[src/rtl/wpc_pkg.sv]
// ----------------------------------------------------------------------------
// wpc_pkg
// Shared types, codes and defaults of the window peak counter.
// ----------------------------------------------------------------------------
package wpc_pkg;

    localparam int MAX_WINDOW_DEF  = 1024;
    localparam int MAX_RUN_DEF     = 65536;
    localparam int SAMPLE_BITS_DEF = 16;

    localparam int WLEN_BITS   = 11;
    localparam int COUNT_BITS  = 11;
    localparam int PEAKS_BITS  = 10;
    localparam int START_BITS  = 17;
    localparam int STATUS_BITS = 2;

    localparam logic [WLEN_BITS-1:0]  WLEN_RESET = 11'd3;
    localparam logic [WLEN_BITS-1:0]  WLEN_MIN   = 11'd3;
    localparam logic [COUNT_BITS-1:0] COUNT_MAX  = 11'd2047;
    localparam logic [PEAKS_BITS-1:0] PEAKS_MAX  = 10'd1023;

    typedef enum logic [STATUS_BITS-1:0] {
        STATUS_OK       = 2'd0,
        STATUS_SHORT    = 2'd1,
        STATUS_OVERFLOW = 2'd2
    } status_t;

    typedef struct packed {
        logic [PEAKS_BITS-1:0] best_peaks;
        logic [START_BITS-1:0] best_start;
        status_t               status;
    } wpc_result_t;

    typedef struct packed {
        logic shift;
        logic flag;
    } wpc_chain_ctl_t;

endpackage

[src/rtl/wpc_if.sv]
// ----------------------------------------------------------------------------
// wpc_sample_if / wpc_result_if
// Valid/ready channels for sample words and result words.
// ----------------------------------------------------------------------------
interface wpc_sample_if #(
    parameter int SAMPLE_BITS = 16
);
    logic                   valid;
    logic                   ready;
    logic [SAMPLE_BITS-1:0] sample;
    logic                   last;

    modport source (output valid, output sample, output last, input ready);
    modport sink   (input valid, input sample, input last, output ready);
endinterface

interface wpc_result_if;
    logic        valid;
    logic        ready;
    logic [9:0]  best_peaks;
    logic [16:0] best_start;
    logic [1:0]  status;

    modport source (output valid, output best_peaks, output best_start, output status,
                    input ready);
    modport sink   (input valid, input best_peaks, input best_start, input status,
                    output ready);
endinterface

[src/rtl/wpc_cell.sv]
// ----------------------------------------------------------------------------
// wpc_cell
// One stage of the peak flag delay chain: load the new flag or take the
// neighbor's flag on each shift.
// ----------------------------------------------------------------------------
module wpc_cell
    import wpc_pkg::*;
(
    input  logic           clk,
    input  logic           rst_n,
    input  wpc_chain_ctl_t ctl,
    input  logic           inject,
    input  logic           from_next,
    output logic           flag
);

    logic flag_reg;
    logic flag_next;

    always_comb
    begin
        flag_next = flag_reg;
        if (ctl.shift)
        begin
            flag_next = inject ? ctl.flag : from_next;
        end
    end

    always_ff @(posedge clk or negedge rst_n)
    begin
        if (!rst_n)
        begin
            flag_reg <= 1'b0;
        end
        else
        begin
            flag_reg <= flag_next;
        end
    end

    assign flag = flag_reg;

endmodule

[src/rtl/wpc_flag_chain.sv]
// ----------------------------------------------------------------------------
// wpc_flag_chain
// Row of flag cells; a flag loaded at the cell picked by the window length
// leaves the head of the row after window_length - 2 shifts.
// ----------------------------------------------------------------------------
module wpc_flag_chain
    import wpc_pkg::*;
#(
    parameter int MAX_WINDOW = MAX_WINDOW_DEF,
    parameter int KW         = $clog2(MAX_WINDOW + 1)
)(
    input  logic           clk,
    input  logic           rst_n,
    input  wpc_chain_ctl_t ctl,
    input  logic [KW-1:0]  inject_idx,
    output logic           old_flag
);

    localparam int NCELLS = MAX_WINDOW - 2;

    logic [NCELLS:0] link;

    assign link[NCELLS] = 1'b0;

    for (genvar i = 0; i < NCELLS; i++)
    begin : g_cell
        wpc_cell u_cell (
            .clk       (clk),
            .rst_n     (rst_n),
            .ctl       (ctl),
            .inject    (inject_idx == KW'(i)),
            .from_next (link[i+1]),
            .flag      (link[i])
        );
    end

    assign old_flag = link[0];

endmodule

[src/rtl/window_peak_count_max_core.sv]
// ----------------------------------------------------------------------------
// window_peak_count_max_core
// Sliding-window interior peak counter with best-window tracking.
// ----------------------------------------------------------------------------
// One sample word is taken every clock cycle while input is not stalled; the
// running window count is updated by one compare-and-count step per sample,
// and the flag of the peak leaving the window comes out of a row of
// MAX_WINDOW - 2 one-bit cells, so no memory port limits the rate. The
// result word of a run is registered into an output register backed by one
// skid stage; input stalls only while both hold results. There is no
// clearing pass after reset. Write window_length only between runs.
// ----------------------------------------------------------------------------
module window_peak_count_max_core
    import wpc_pkg::*;
#(
    parameter int MAX_WINDOW  = MAX_WINDOW_DEF,
    parameter int MAX_RUN     = MAX_RUN_DEF,
    parameter int SAMPLE_BITS = SAMPLE_BITS_DEF
)(
    input  logic                 clk,
    input  logic                 rst_n,
    input  logic                 cfg_we,
    input  logic [WLEN_BITS-1:0] cfg_wdata,
    wpc_sample_if.sink           samples,
    wpc_result_if.source         results
);

    localparam int KW = $clog2(MAX_WINDOW + 1);
    localparam int PW = $clog2(MAX_RUN + 1);
    localparam int CW = ((PW > KW) ? PW : KW) + 1;

    logic [WLEN_BITS-1:0]   wlen_reg;
    logic [SAMPLE_BITS-1:0] prev_reg,  prev_next;
    logic [SAMPLE_BITS-1:0] prev2_reg, prev2_next;
    logic [PW-1:0]          pos_reg,   pos_next;
    logic [COUNT_BITS-1:0]  wc_reg,    wc_next;
    logic [COUNT_BITS-1:0]  best_reg,  best_next;
    logic [PW-1:0]          bpos_reg,  bpos_next;
    logic                   ovf_reg,   ovf_next;

    wpc_result_t out_reg,  skid_reg;
    logic        out_valid_reg, skid_valid_reg;

    logic [KW-1:0]         k_eff;
    logic [CW-1:0]         k_x;
    logic [CW-1:0]         e_x;
    logic [PW-1:0]         e;
    logic                  fire;
    logic                  proc;
    logic                  pk;
    logic                  has_old;
    logic                  old_flag;
    logic [COUNT_BITS-1:0] wc_inc;
    logic [COUNT_BITS-1:0] wc_dec;
    wpc_chain_ctl_t        chain_ctl;
    wpc_result_t           res;
    logic [PW+START_BITS-1:0] start_ext;

    // saturate the window length into its legal range
    always_comb
    begin
        if (wlen_reg < WLEN_MIN)
        begin
            k_eff = KW'(WLEN_MIN);
        end
        else if (32'(wlen_reg) > MAX_WINDOW)
        begin
            k_eff = KW'(MAX_WINDOW);
        end
        else
        begin
            k_eff = KW'(wlen_reg);
        end
    end

    assign samples.ready = !skid_valid_reg;
    assign fire          = samples.valid && samples.ready;
    assign proc          = fire && (pos_reg < PW'(MAX_RUN));

    assign e       = pos_reg + PW'(1);
    assign e_x     = CW'(e);
    assign k_x     = CW'(k_eff);
    assign has_old = e_x > k_x;
    assign pk      = (e_x >= CW'(3)) && (prev_reg > prev2_reg) && (prev_reg > samples.sample);

    assign chain_ctl.shift = proc;
    assign chain_ctl.flag  = pk;

    wpc_flag_chain #(
        .MAX_WINDOW (MAX_WINDOW),
        .KW         (KW)
    ) u_chain (
        .clk        (clk),
        .rst_n      (rst_n),
        .ctl        (chain_ctl),
        .inject_idx (k_eff - KW'(3)),
        .old_flag   (old_flag)
    );

    always_comb
    begin
        wc_inc = (pk && (wc_reg != COUNT_MAX)) ? wc_reg + COUNT_BITS'(1) : wc_reg;
        wc_dec = (has_old && old_flag && (wc_inc != '0)) ? wc_inc - COUNT_BITS'(1) : wc_inc;

        prev_next  = prev_reg;
        prev2_next = prev2_reg;
        pos_next   = pos_reg;
        wc_next    = wc_reg;
        best_next  = best_reg;
        bpos_next  = bpos_reg;
        ovf_next   = ovf_reg;

        if (proc)
        begin
            wc_next    = wc_dec;
            prev2_next = prev_reg;
            prev_next  = samples.sample;
            pos_next   = e;
            if ((e_x >= k_x) && (wc_dec > best_reg))
            begin
                best_next = wc_dec;
                bpos_next = PW'(e_x - k_x + CW'(1));
            end
        end
        else if (fire)
        begin
            ovf_next = 1'b1;
        end

        // build the result from the updated run state
        start_ext      = {{START_BITS{1'b0}}, bpos_next};
        res.best_peaks = (best_next > COUNT_BITS'(PEAKS_MAX)) ? PEAKS_MAX
                                                              : best_next[PEAKS_BITS-1:0];
        res.best_start = start_ext[START_BITS-1:0];
        res.status     = STATUS_OK;
        if (CW'(pos_next) < k_x)
        begin
            res.best_peaks = '0;
            res.best_start = START_BITS'(1);
            res.status     = STATUS_SHORT;
        end
        if (ovf_next)
        begin
            res.status = STATUS_OVERFLOW;
        end

        // clear the run on its last word
        if (fire && samples.last)
        begin
            prev_next  = '0;
            prev2_next = '0;
            pos_next   = '0;
            wc_next    = '0;
            best_next  = '0;
            bpos_next  = PW'(1);
            ovf_next   = 1'b0;
        end
    end

    always_ff @(posedge clk or negedge rst_n)
    begin
        if (!rst_n)
        begin
            wlen_reg  <= WLEN_RESET;
            prev_reg  <= '0;
            prev2_reg <= '0;
            pos_reg   <= '0;
            wc_reg    <= '0;
            best_reg  <= '0;
            bpos_reg  <= PW'(1);
            ovf_reg   <= 1'b0;
        end
        else
        begin
            if (cfg_we)
            begin
                wlen_reg <= cfg_wdata;
            end
            prev_reg  <= prev_next;
            prev2_reg <= prev2_next;
            pos_reg   <= pos_next;
            wc_reg    <= wc_next;
            best_reg  <= best_next;
            bpos_reg  <= bpos_next;
            ovf_reg   <= ovf_next;
        end
    end

    // output register with one skid stage
    always_ff @(posedge clk or negedge rst_n)
    begin
        if (!rst_n)
        begin
            out_valid_reg  <= 1'b0;
            skid_valid_reg <= 1'b0;
        end
        else if (!out_valid_reg || results.ready)
        begin
            if (skid_valid_reg)
            begin
                out_valid_reg  <= 1'b1;
                skid_valid_reg <= 1'b0;
            end
            else
            begin
                out_valid_reg <= fire && samples.last;
            end
        end
        else if (fire && samples.last)
        begin
            skid_valid_reg <= 1'b1;
        end
    end

    always_ff @(posedge clk)
    begin
        if (!out_valid_reg || results.ready)
        begin
            out_reg <= skid_valid_reg ? skid_reg : res;
        end
        else if (fire && samples.last)
        begin
            skid_reg <= res;
        end
    end

    assign results.valid      = out_valid_reg;
    assign results.best_peaks = out_reg.best_peaks;
    assign results.best_start = out_reg.best_start;
    assign results.status     = out_reg.status;

endmodule
[src/flat_wrapper.sv]
// flat-port wrapper written by rule: the top's interface ports become plain ports
module window_peak_count_max_core_flat import wpc_pkg::*;
#(
    parameter int MAX_WINDOW  = MAX_WINDOW_DEF,
    parameter int MAX_RUN     = MAX_RUN_DEF,
    parameter int SAMPLE_BITS = SAMPLE_BITS_DEF
)
  (clk, rst_n, cfg_we, cfg_wdata, samples_valid, samples_sample, samples_last, samples_ready, results_valid, results_best_peaks, results_best_start, results_status, results_ready);
  wpc_sample_if #(.SAMPLE_BITS(SAMPLE_BITS)) samples_i ();
  wpc_result_if results_i ();
  input  logic clk;
  input  logic rst_n;
  input  logic cfg_we;
  input  logic [WLEN_BITS-1:0] cfg_wdata;
  input wire logic [$bits(samples_i.valid)-1:0] samples_valid;
  input wire logic [$bits(samples_i.sample)-1:0] samples_sample;
  input wire logic [$bits(samples_i.last)-1:0] samples_last;
  output wire logic [$bits(samples_i.ready)-1:0] samples_ready;
  output wire logic [$bits(results_i.valid)-1:0] results_valid;
  output wire logic [$bits(results_i.best_peaks)-1:0] results_best_peaks;
  output wire logic [$bits(results_i.best_start)-1:0] results_best_start;
  output wire logic [$bits(results_i.status)-1:0] results_status;
  input wire logic [$bits(results_i.ready)-1:0] results_ready;
  assign samples_i.valid = samples_valid;
  assign samples_i.sample = samples_sample;
  assign samples_i.last = samples_last;
  assign samples_ready = samples_i.ready;
  assign results_valid = results_i.valid;
  assign results_best_peaks = results_i.best_peaks;
  assign results_best_start = results_i.best_start;
  assign results_status = results_i.status;
  assign results_i.ready = results_ready;
  window_peak_count_max_core #(.MAX_WINDOW(MAX_WINDOW), .MAX_RUN(MAX_RUN), .SAMPLE_BITS(SAMPLE_BITS)) u_core (.clk(clk), .rst_n(rst_n), .cfg_we(cfg_we), .cfg_wdata(cfg_wdata), .samples(samples_i), .results(results_i));
endmodule
[config.mk]
export PLATFORM = sky130hd
export DESIGN_NAME = window_peak_count_max_core_flat
export DESIGN_NICKNAME = d
export VERILOG_FILES = /design/src/rtl/wpc_pkg.sv /design/src/rtl/wpc_if.sv /design/src/rtl/wpc_cell.sv /design/src/rtl/wpc_flag_chain.sv /design/src/rtl/window_peak_count_max_core.sv /design/src/flat_wrapper.sv
export SDC_FILE = /design/constraint.sdc
export NUM_CORES = 2
export LEC_CHECK = 0
export ABC_AREA = 1
export BUFFER_PORTS_ARGS = -buffer_cell sky130_fd_sc_hd__buf_2
export CORE_ASPECT_RATIO = 1.2
export CORE_UTILIZATION = 45
export CTS_CLUSTER_DIAMETER = 80
export DETAILED_ROUTE_END_ITERATION = 7
export PLACE_DENSITY = 0.63
export SKIP_LAST_GASP = 1
export SLEW_MARGIN = 20
export SYNTH_ARGS = -nofsm -noshare
export SYNTH_HDL_FRONTEND = slang
export SYNTH_SLANG_ARGS = --single-unit
[constraint.sdc]
create_clock -name clk -period 6.8 [get_ports clk]
set_clock_uncertainty 0.2 [all_clocks]
set_input_delay 1.02 -clock clk [delete_from_list [all_inputs] [get_ports clk]]
set_output_delay 1.02 -clock clk [all_outputs]
set_load 0.05 [all_outputs]
Yosys cells after proc, flatten, opt, wreduce, memory -nomap -nowiden. Index checks and enable logic that the tools add are counted.

Add/sub/neg operators: 6. Order comparisons: 11. Equal/unequal tests: 1022. Multiplexer cells: 1050. Bitwise logic cells: 1. Reductions and logical operators: 17.

Operators with widths (count): $eq 11x10->1 const B (510); $eq 11x9->1 const B (256); $eq 11x8->1 const B (128); $mux 1 (1028); $eq 11x7->1 const B (64); $eq 11x6->1 const B (32); $eq 11x5->1 const B (16); $mux 11 (9); $eq 11x4->1 const B (8); $mux 17 (5); $mux 16 (4); $mux 29 (2); $eq 11x3->1 const B (4); $add 17x1->17 const B (2); $gt 16x16->1 (2); $eq 11x2->1 const B (2); $ge 17x11->1 (1); $ge 17x2->1 const B (1); $gt 17x11->1 (1); $lt 17x11->1 (1); $lt 17x17->1 const B (1); $sub 17x11->17 (1); $add 11x1->11 const B (1); $eq 11x1->1 const B (1); 17 further kinds (27).

Register bits after elaboration: 1182. Bits of input ports: 33. Output and inout bits: 31. Logic and storage cells: 3145.

Longest topological paths before layout.
Depth after elaboration: 18. Gate-level depth with buffers: 49. Depth with buffers taken out: 46.

Hierarchy. Synthesis repeated with hierarchy kept, for this count alone.

Cell total of the unflattened synthesis: 13012. Area, all modules: 77540.6 sq um.

By module, submodules not included: wpc_cell (instances 1022, cells an instance 10, area an instance 60.1 sq um); window_peak_count_max_core (instances 1, cells an instance 1306, area an instance 10362.4 sq um); wpc_flag_chain (instances 1, cells an instance 1486, area an instance 5799.3 sq um).

Worst setup path after synthesis. OpenSTA, ideal clock, no wires.

Kind: input to register. Start point: input samples_sample[3]. End point: register u_core.out_reg (netlist bit u_core.results.best_peaks[1]), data pin. Library setup time: 254 ps. Arrival: 5531 ps. Setup slack: 815 ps. Stages on the path: 42. Cell sequence: inv_1 -> ha_1 -> nand2_1 -> o21ai_0 -> nand2_1 -> nand3_1 -> nand2_1 -> nand2_1 -> nand2_1 -> nor2_1 -> clkbuf_4 -> nand4_1 -> nand2_1 -> ha_1 -> inv_1 -> nor2_1 -> nand2_2 -> nor2_4 -> [6 not listed] -> ha_1 -> inv_1 -> o31ai_1 -> a21o_1 -> a21oi_1 -> o21ai_0 -> a21boi_0 -> o21ai_0 -> o211ai_1 -> nor2_4 -> inv_1 -> clkbuf_1 -> nand2_1 -> nand2_1 -> inv_1 -> nand2_1 -> nand3_1 -> nand2_1.

Longest elaborated chain between the ends: 15. Elaborated cells on any way between the ends: 16. Those cells by class: add/sub: 1; order compare: 3; mux: 7; reduce/logical: 5.

RTL lines: start, declared (line flat_wrapper.sv:16) `input wire logic [$bits(samples_i.sample)-1:0] samples_sample;`; $gt 16x16->1 (*) (line window_peak_count_max_core.sv:84) `assign pk = (e_x >= CW'(3)) && (prev_reg > prev2_reg) && (prev_reg > samples.sample);`; $logic_and 1x1->1 (*) (line window_peak_count_max_core.sv:84); $logic_and 1x1->1 (*) (line window_peak_count_max_core.sv:102) `wc_inc = (pk && (wc_reg != COUNT_MAX)) ? wc_reg + COUNT_BITS'(1) : wc_reg;`; $mux 11 (*) (line window_peak_count_max_core.sv:102); branches (longest 2 deep; another with $sub 11x1->11); $mux 11 (*) (line window_peak_count_max_core.sv:103) `wc_dec = (has_old && old_flag && (wc_inc != '0)) ? wc_inc - COUNT_BITS'(1) : wc_inc;`; $gt 11x11->1 (line window_peak_count_max_core.sv:119) `if ((e_x >= k_x) && (wc_dec > best_reg))`; $logic_and 1x1->1 (line window_peak_count_max_core.sv:119); $mux 11 (*) (line window_peak_count_max_core.sv:119); $mux 11 (*) (line window_peak_count_max_core.sv:113) `if (proc)`; $gt 11x10->1 (line window_peak_count_max_core.sv:132) `res.best_peaks = (best_next > COUNT_BITS'(PEAKS_MAX)) ? PEAKS_MAX`; $mux 10 (*) (line window_peak_count_max_core.sv:132); $mux 29 (*) (line window_peak_count_max_core.sv:136) `if (CW'(pos_next) < k_x)`; $mux 29 (*) (line window_peak_count_max_core.sv:219) `out_reg <= skid_valid_reg ? skid_reg : res;`; end signal, assigned (line window_peak_count_max_core.sv:219); end, declared (line window_peak_count_max_core.sv:41) `wpc_result_t out_reg, skid_reg;`.

Every way passes the cells marked *. A chain may end at the register's enable or synchronous reset.

Final worst setup path.
Start point: register u_core.pos_reg[0]. End point: register u_core.out_reg (netlist bit u_core.results.best_peaks[0]), data pin.

Longest elaborated chain between the ends: 17. Elaborated cells on any way between the ends: 25. Those cells by class: add/sub: 2; order compare: 7; mux: 8; reduce/logical: 8.

RTL lines: start, declared (line window_peak_count_max_core.sv:35) `logic [PW-1:0] pos_reg, pos_next;`; start signal, assigned (line window_peak_count_max_core.sv:181) `pos_reg <= pos_next;`; branches (longest 15 deep; another with $add 17x1->17); $mux 29 (*) (line window_peak_count_max_core.sv:136); $mux 29 (*) (line window_peak_count_max_core.sv:219).

Marks and branches as above.

==> results.yml <==
detailed_routing:
  post_drt_via_cell_ratio: 5.74
  route.vias.total: 57800
  detail_route.iter0.violations: 6042
  firstDrtPassIters: 6
  count_of_unresolved_drc_violations_after_routing: 0
  route.antenna.remaining_nets: 0
  wl_per_cell_um: 18.7
  drt-total-wl_um: 189000
power:
  netSwitchingFraction_pct: 34.5
  finalPower_mw: 22.4
  power.leakage_nw: 30.0
  p_seq_share_pct: 40.2
  power.density_nw_per_um2: 320
  power_frac_comb_pct: 26.5
  worst_ir_drop_vdd_uv: 320
  netSwitchingPower_mw: 7.74
  clock_power_share_pct: 33.3
  power_report.internal_total_mw: 14.7
place:
  place.detailed.instances: 9834
  globalplace.congestion: 0.873
  port_buffers: 63
  detailed_place_hpwl_um: 106000
logic_synthesis:
  postSynth.asyncResetShare_pct: 95.1
  synth_seq_cells: 1182
  total_of_warnings_raised_by_yosys: 0
  syn_avg_cell_area_um2: 7.61
  postSynth.topFlopCell: "dfrtp_1"
  synth-edff-count: 58
  ys_types: 57
  synth_area_um2: 64100
  post-synth-top-area-cell: "dfrtp_1"
  synth.top_cell.area_share_pct: 43.7
  ys_top_cells_by_count: "1,515 x o21ai_0, 1,200 x nand3_1, 1,139 x inv_1, 1,121 x dfrtp_1, 1,110 x nand2_1"
  synth_sequential_area_ratio_pct: 46.6
  biggest_area_contributors_in_the_synthesized_netlist: "dfrtp_1 44%, o21ai_0 12%, nand3_1 9.4%"
  post_synth_inst_count: 8430
  synthMostInstantiatedCell: "o21ai_0"
  mappedNetlistNets: 8557
run_status:
  run_status: "complete, no violations"
grt:
  grt_max_degree: 271
  grt_antenna_before_repair: 3
  wire_length_of_the_first_global_routing_pass_um: 307000
  overflow_left_after_global_routing: 0
  via_count_of_the_first_global_routing_pass: 56100
  globalRouteTotalUtil_pct: 26.1
floorplan:
  boundary_pins: 64
  core_um2: 141000
  dieHeight_um: 416
  die_width_um: 347
  starting_density_of_the_core_pct: 45.4
  design.die.area_um2: 144000
  placementRows: 151
final_layout:
  final-instance-count-excl-fill: 10100
  layout.nets: 8258
  layout-drive-gt1-share_pct: 6.84
  multi_input_comb_area_um2: 27100
  fillerInstances: 13700
  regArea_um2: 29900
  flip_flop_count_of_the_largest_register_all_copies_and_words_added: 1022
  areaGrowthSynthToFinish_pct: 9.08
clock_network:
  tritoncts_num_sinks: 1182
  cts_max_path_buffers: 3
  clk-insertion-delay-late_ns: 0.78
  clk_transition_reported_paths_ns: 0.06
  clock-root-buffer: "clkbuf_16"
  tritoncts: "built"
  holdBufCountCts: 0
  cts.htree.levels: 4
  cts_made_buffers: 130
critical_path:
  required_ns: 7.12
  critical_path.endpoint_type: "register"
  rr_endpoint: "u_core.results.best_peaks[0]"
  worst-endpoint-arrival_ns: 6.59
  r2r_setup_slk_ns: 0.54
  critPathCapture: "u_core.results.best_peaks[0]"
  crit_top_cell: "nand2_1"
  crit_path_max_fanout: 36
  critical_path.max_stage_delay_ns: 0.44
  worst_r2r_path_depth: 45
  worst_r2r_startpoint: "u_core.pos_reg[0]"
  worst_setup_path_start_kind: "register"
  timing.setup.critical_path_class: "reg -> reg"
  critPathSlowestCell: "dfrtp_1"
  crit_path_start: "u_core.pos_reg[0]"
sta:
  maxSlewViolCount: 0
  grt_setup_unrepaired: "false"
  final_period_minus_worst_setup_slack_ns: 6.26
  final.setup.tns_ns: 0
  min_period_over_period_pct: 92.1
  worst_pin_slew_ns: 1.23
  hold_viol_final: 0
  fmaxAchievable_mhz: 160
  slew_headroom_pct: 17.8
  finalSetupViolations: 0
job:
  maxCapViolCount: 0
min_path:
  hold_path_class: "in -> async"
timing repair:
item                                   4_1_cts  5_1_grt
resized for setup                            0        4
setup buffers                                0        1
setup endpoints to repair                    0       27
endpoints found under the hold margin        0        0
cell type report:
cell class | count | area share [%]
inverters | 1254 | 6.79
multi-input cells | 5392 | 38.7
flip-flops and latches | 1182 | 42.7
repair buffers | 171 | 2.13
clock buffers | 192 | 5.59
diodes | 2 | 0.00715
well taps | 1836 | 3.28
clock inverters | 42 | 0.819
cell families (layout without fill, tap and decap cells):
family                   count (synthesis)  after routing  synth area share [%]
AO/OA/AOI/OAI                         2519           2519                  20.4
XOR/XNOR                                24             24                 0.328
adder cells (fa/ha/maj)                 94             94                  1.88
buffers and inverters                 1856           1659                  11.3
flip-flops                            1182           1182                  46.6
multiplexers                             4              4                0.0624
other                                    0              2                     0
AND/OR/NAND/NOR                       2751           2751                  19.4
per-stage QoR:
stage / util (%) / hold WS, ns / worst slack [ns] / area, um^2
4_1_cts: 49.5 / 0.0999 / 0.314 / 69900
6_report: 49.5 / 0.0980 / 0.535 / 70000
5_1_grt: 49.5 / 0.135 / 0.0106 / 70000
3_3_place_gp: 46.3 / 0.266 / 0.278 / 65400
3_5_place_dp: 46.3 / 0.270 / 0.237 / 65400
2_1_floorplan: - / 0.252 / 0.815 / 64100
worst max-delay path, delay by kind of cell (launching register included):
family	cells	cell delay, ns
buffers and inverters	6	0.70
DFF	1	0.44
and+or+nand+nor	28	2.92
adders and majority gates	4	0.77
AOI/OAI and AO/OA	7	0.99
how the worst min path moves through the flow:
stage	cells past startpoint	from	to
finish	1	rst_n	u_core.skid_valid_reg
global route	1	rst_n	u_core.skid_valid_reg
CTS	1	rst_n	u_core.skid_valid_reg
detailed placement	2	u_core.u_chain.g_cell[1001].u_cell.flag	u_core.u_chain.g_cell[1001].u_cell.flag
global placement	2	u_core.u_chain.g_cell[993].u_cell.flag	u_core.u_chain.g_cell[993].u_cell.flag
floorplan	2	u_core.u_chain.g_cell[1000].u_cell.flag	u_core.u_chain.g_cell[1000].u_cell.flag
cell usage in the layout (no fill, tap or decap), types with 5 or more instances in the layout:
cell type / Yosys / final
a21oi_1: 539 / 539
and2_1: 9 / 9
buf_12: 0 / 28
buf_2: 109 / 62
buf_4: 19 / 79
bufinv_16: 0 / 11
clkbuf_1: 379 / 24
clkbuf_16: 0 / 134
clkbuf_8: 0 / 34
clkinv_1: 60 / 63
clkinv_2: 0 / 19
dfrtp_1: 1121 / 1121
edfxtp_1: 58 / 58
ha_1: 90 / 89
inv_1: 1139 / 1129
inv_2: 55 / 55
inv_6: 0 / 8
nand2_1: 1110 / 1110
nand2_2: 27 / 25
nand3_1: 1200 / 1200
nand4_1: 30 / 30
nor2_1: 151 / 146
nor2_2: 63 / 63
nor2_4: 8 / 13
nor3_1: 137 / 137
o211ai_1: 5 / 5
o21ai_0: 1515 / 1515
o21ai_1: 269 / 269
o22ai_1: 40 / 40
o31ai_1: 128 / 128
xnor2_1: 8 / 8
xor2_1: 16 / 16
routing by layer:
| layer | up-vias | track usage, % | routed length [um] |
|---|---|---|---|
| met5 | - | 0 | 0 |
| met4 | 0 | 8.88 | 5360 |
| met3 | 307 | 3.81 | 12300 |
| met1 | 28100 | 35.5 | 82900 |
| met2 | 1877 | 42.5 | 88300 |
| li1 | 27500 | - | - |
power by group through the flow:
stage	combinational (mW)	sequential, mW	clock [mW]
2_1_floorplan	3.89	9.27	0
3_3_place_gp	5.78	9.09	0
3_5_place_dp	5.86	9.12	0
4_1_cts	5.91	9.00	7.61
5_1_grt	6.69	9.13	7.88
6_report	5.93	9.00	7.47
Note: power is estimated with default switching activity, not from simulation.
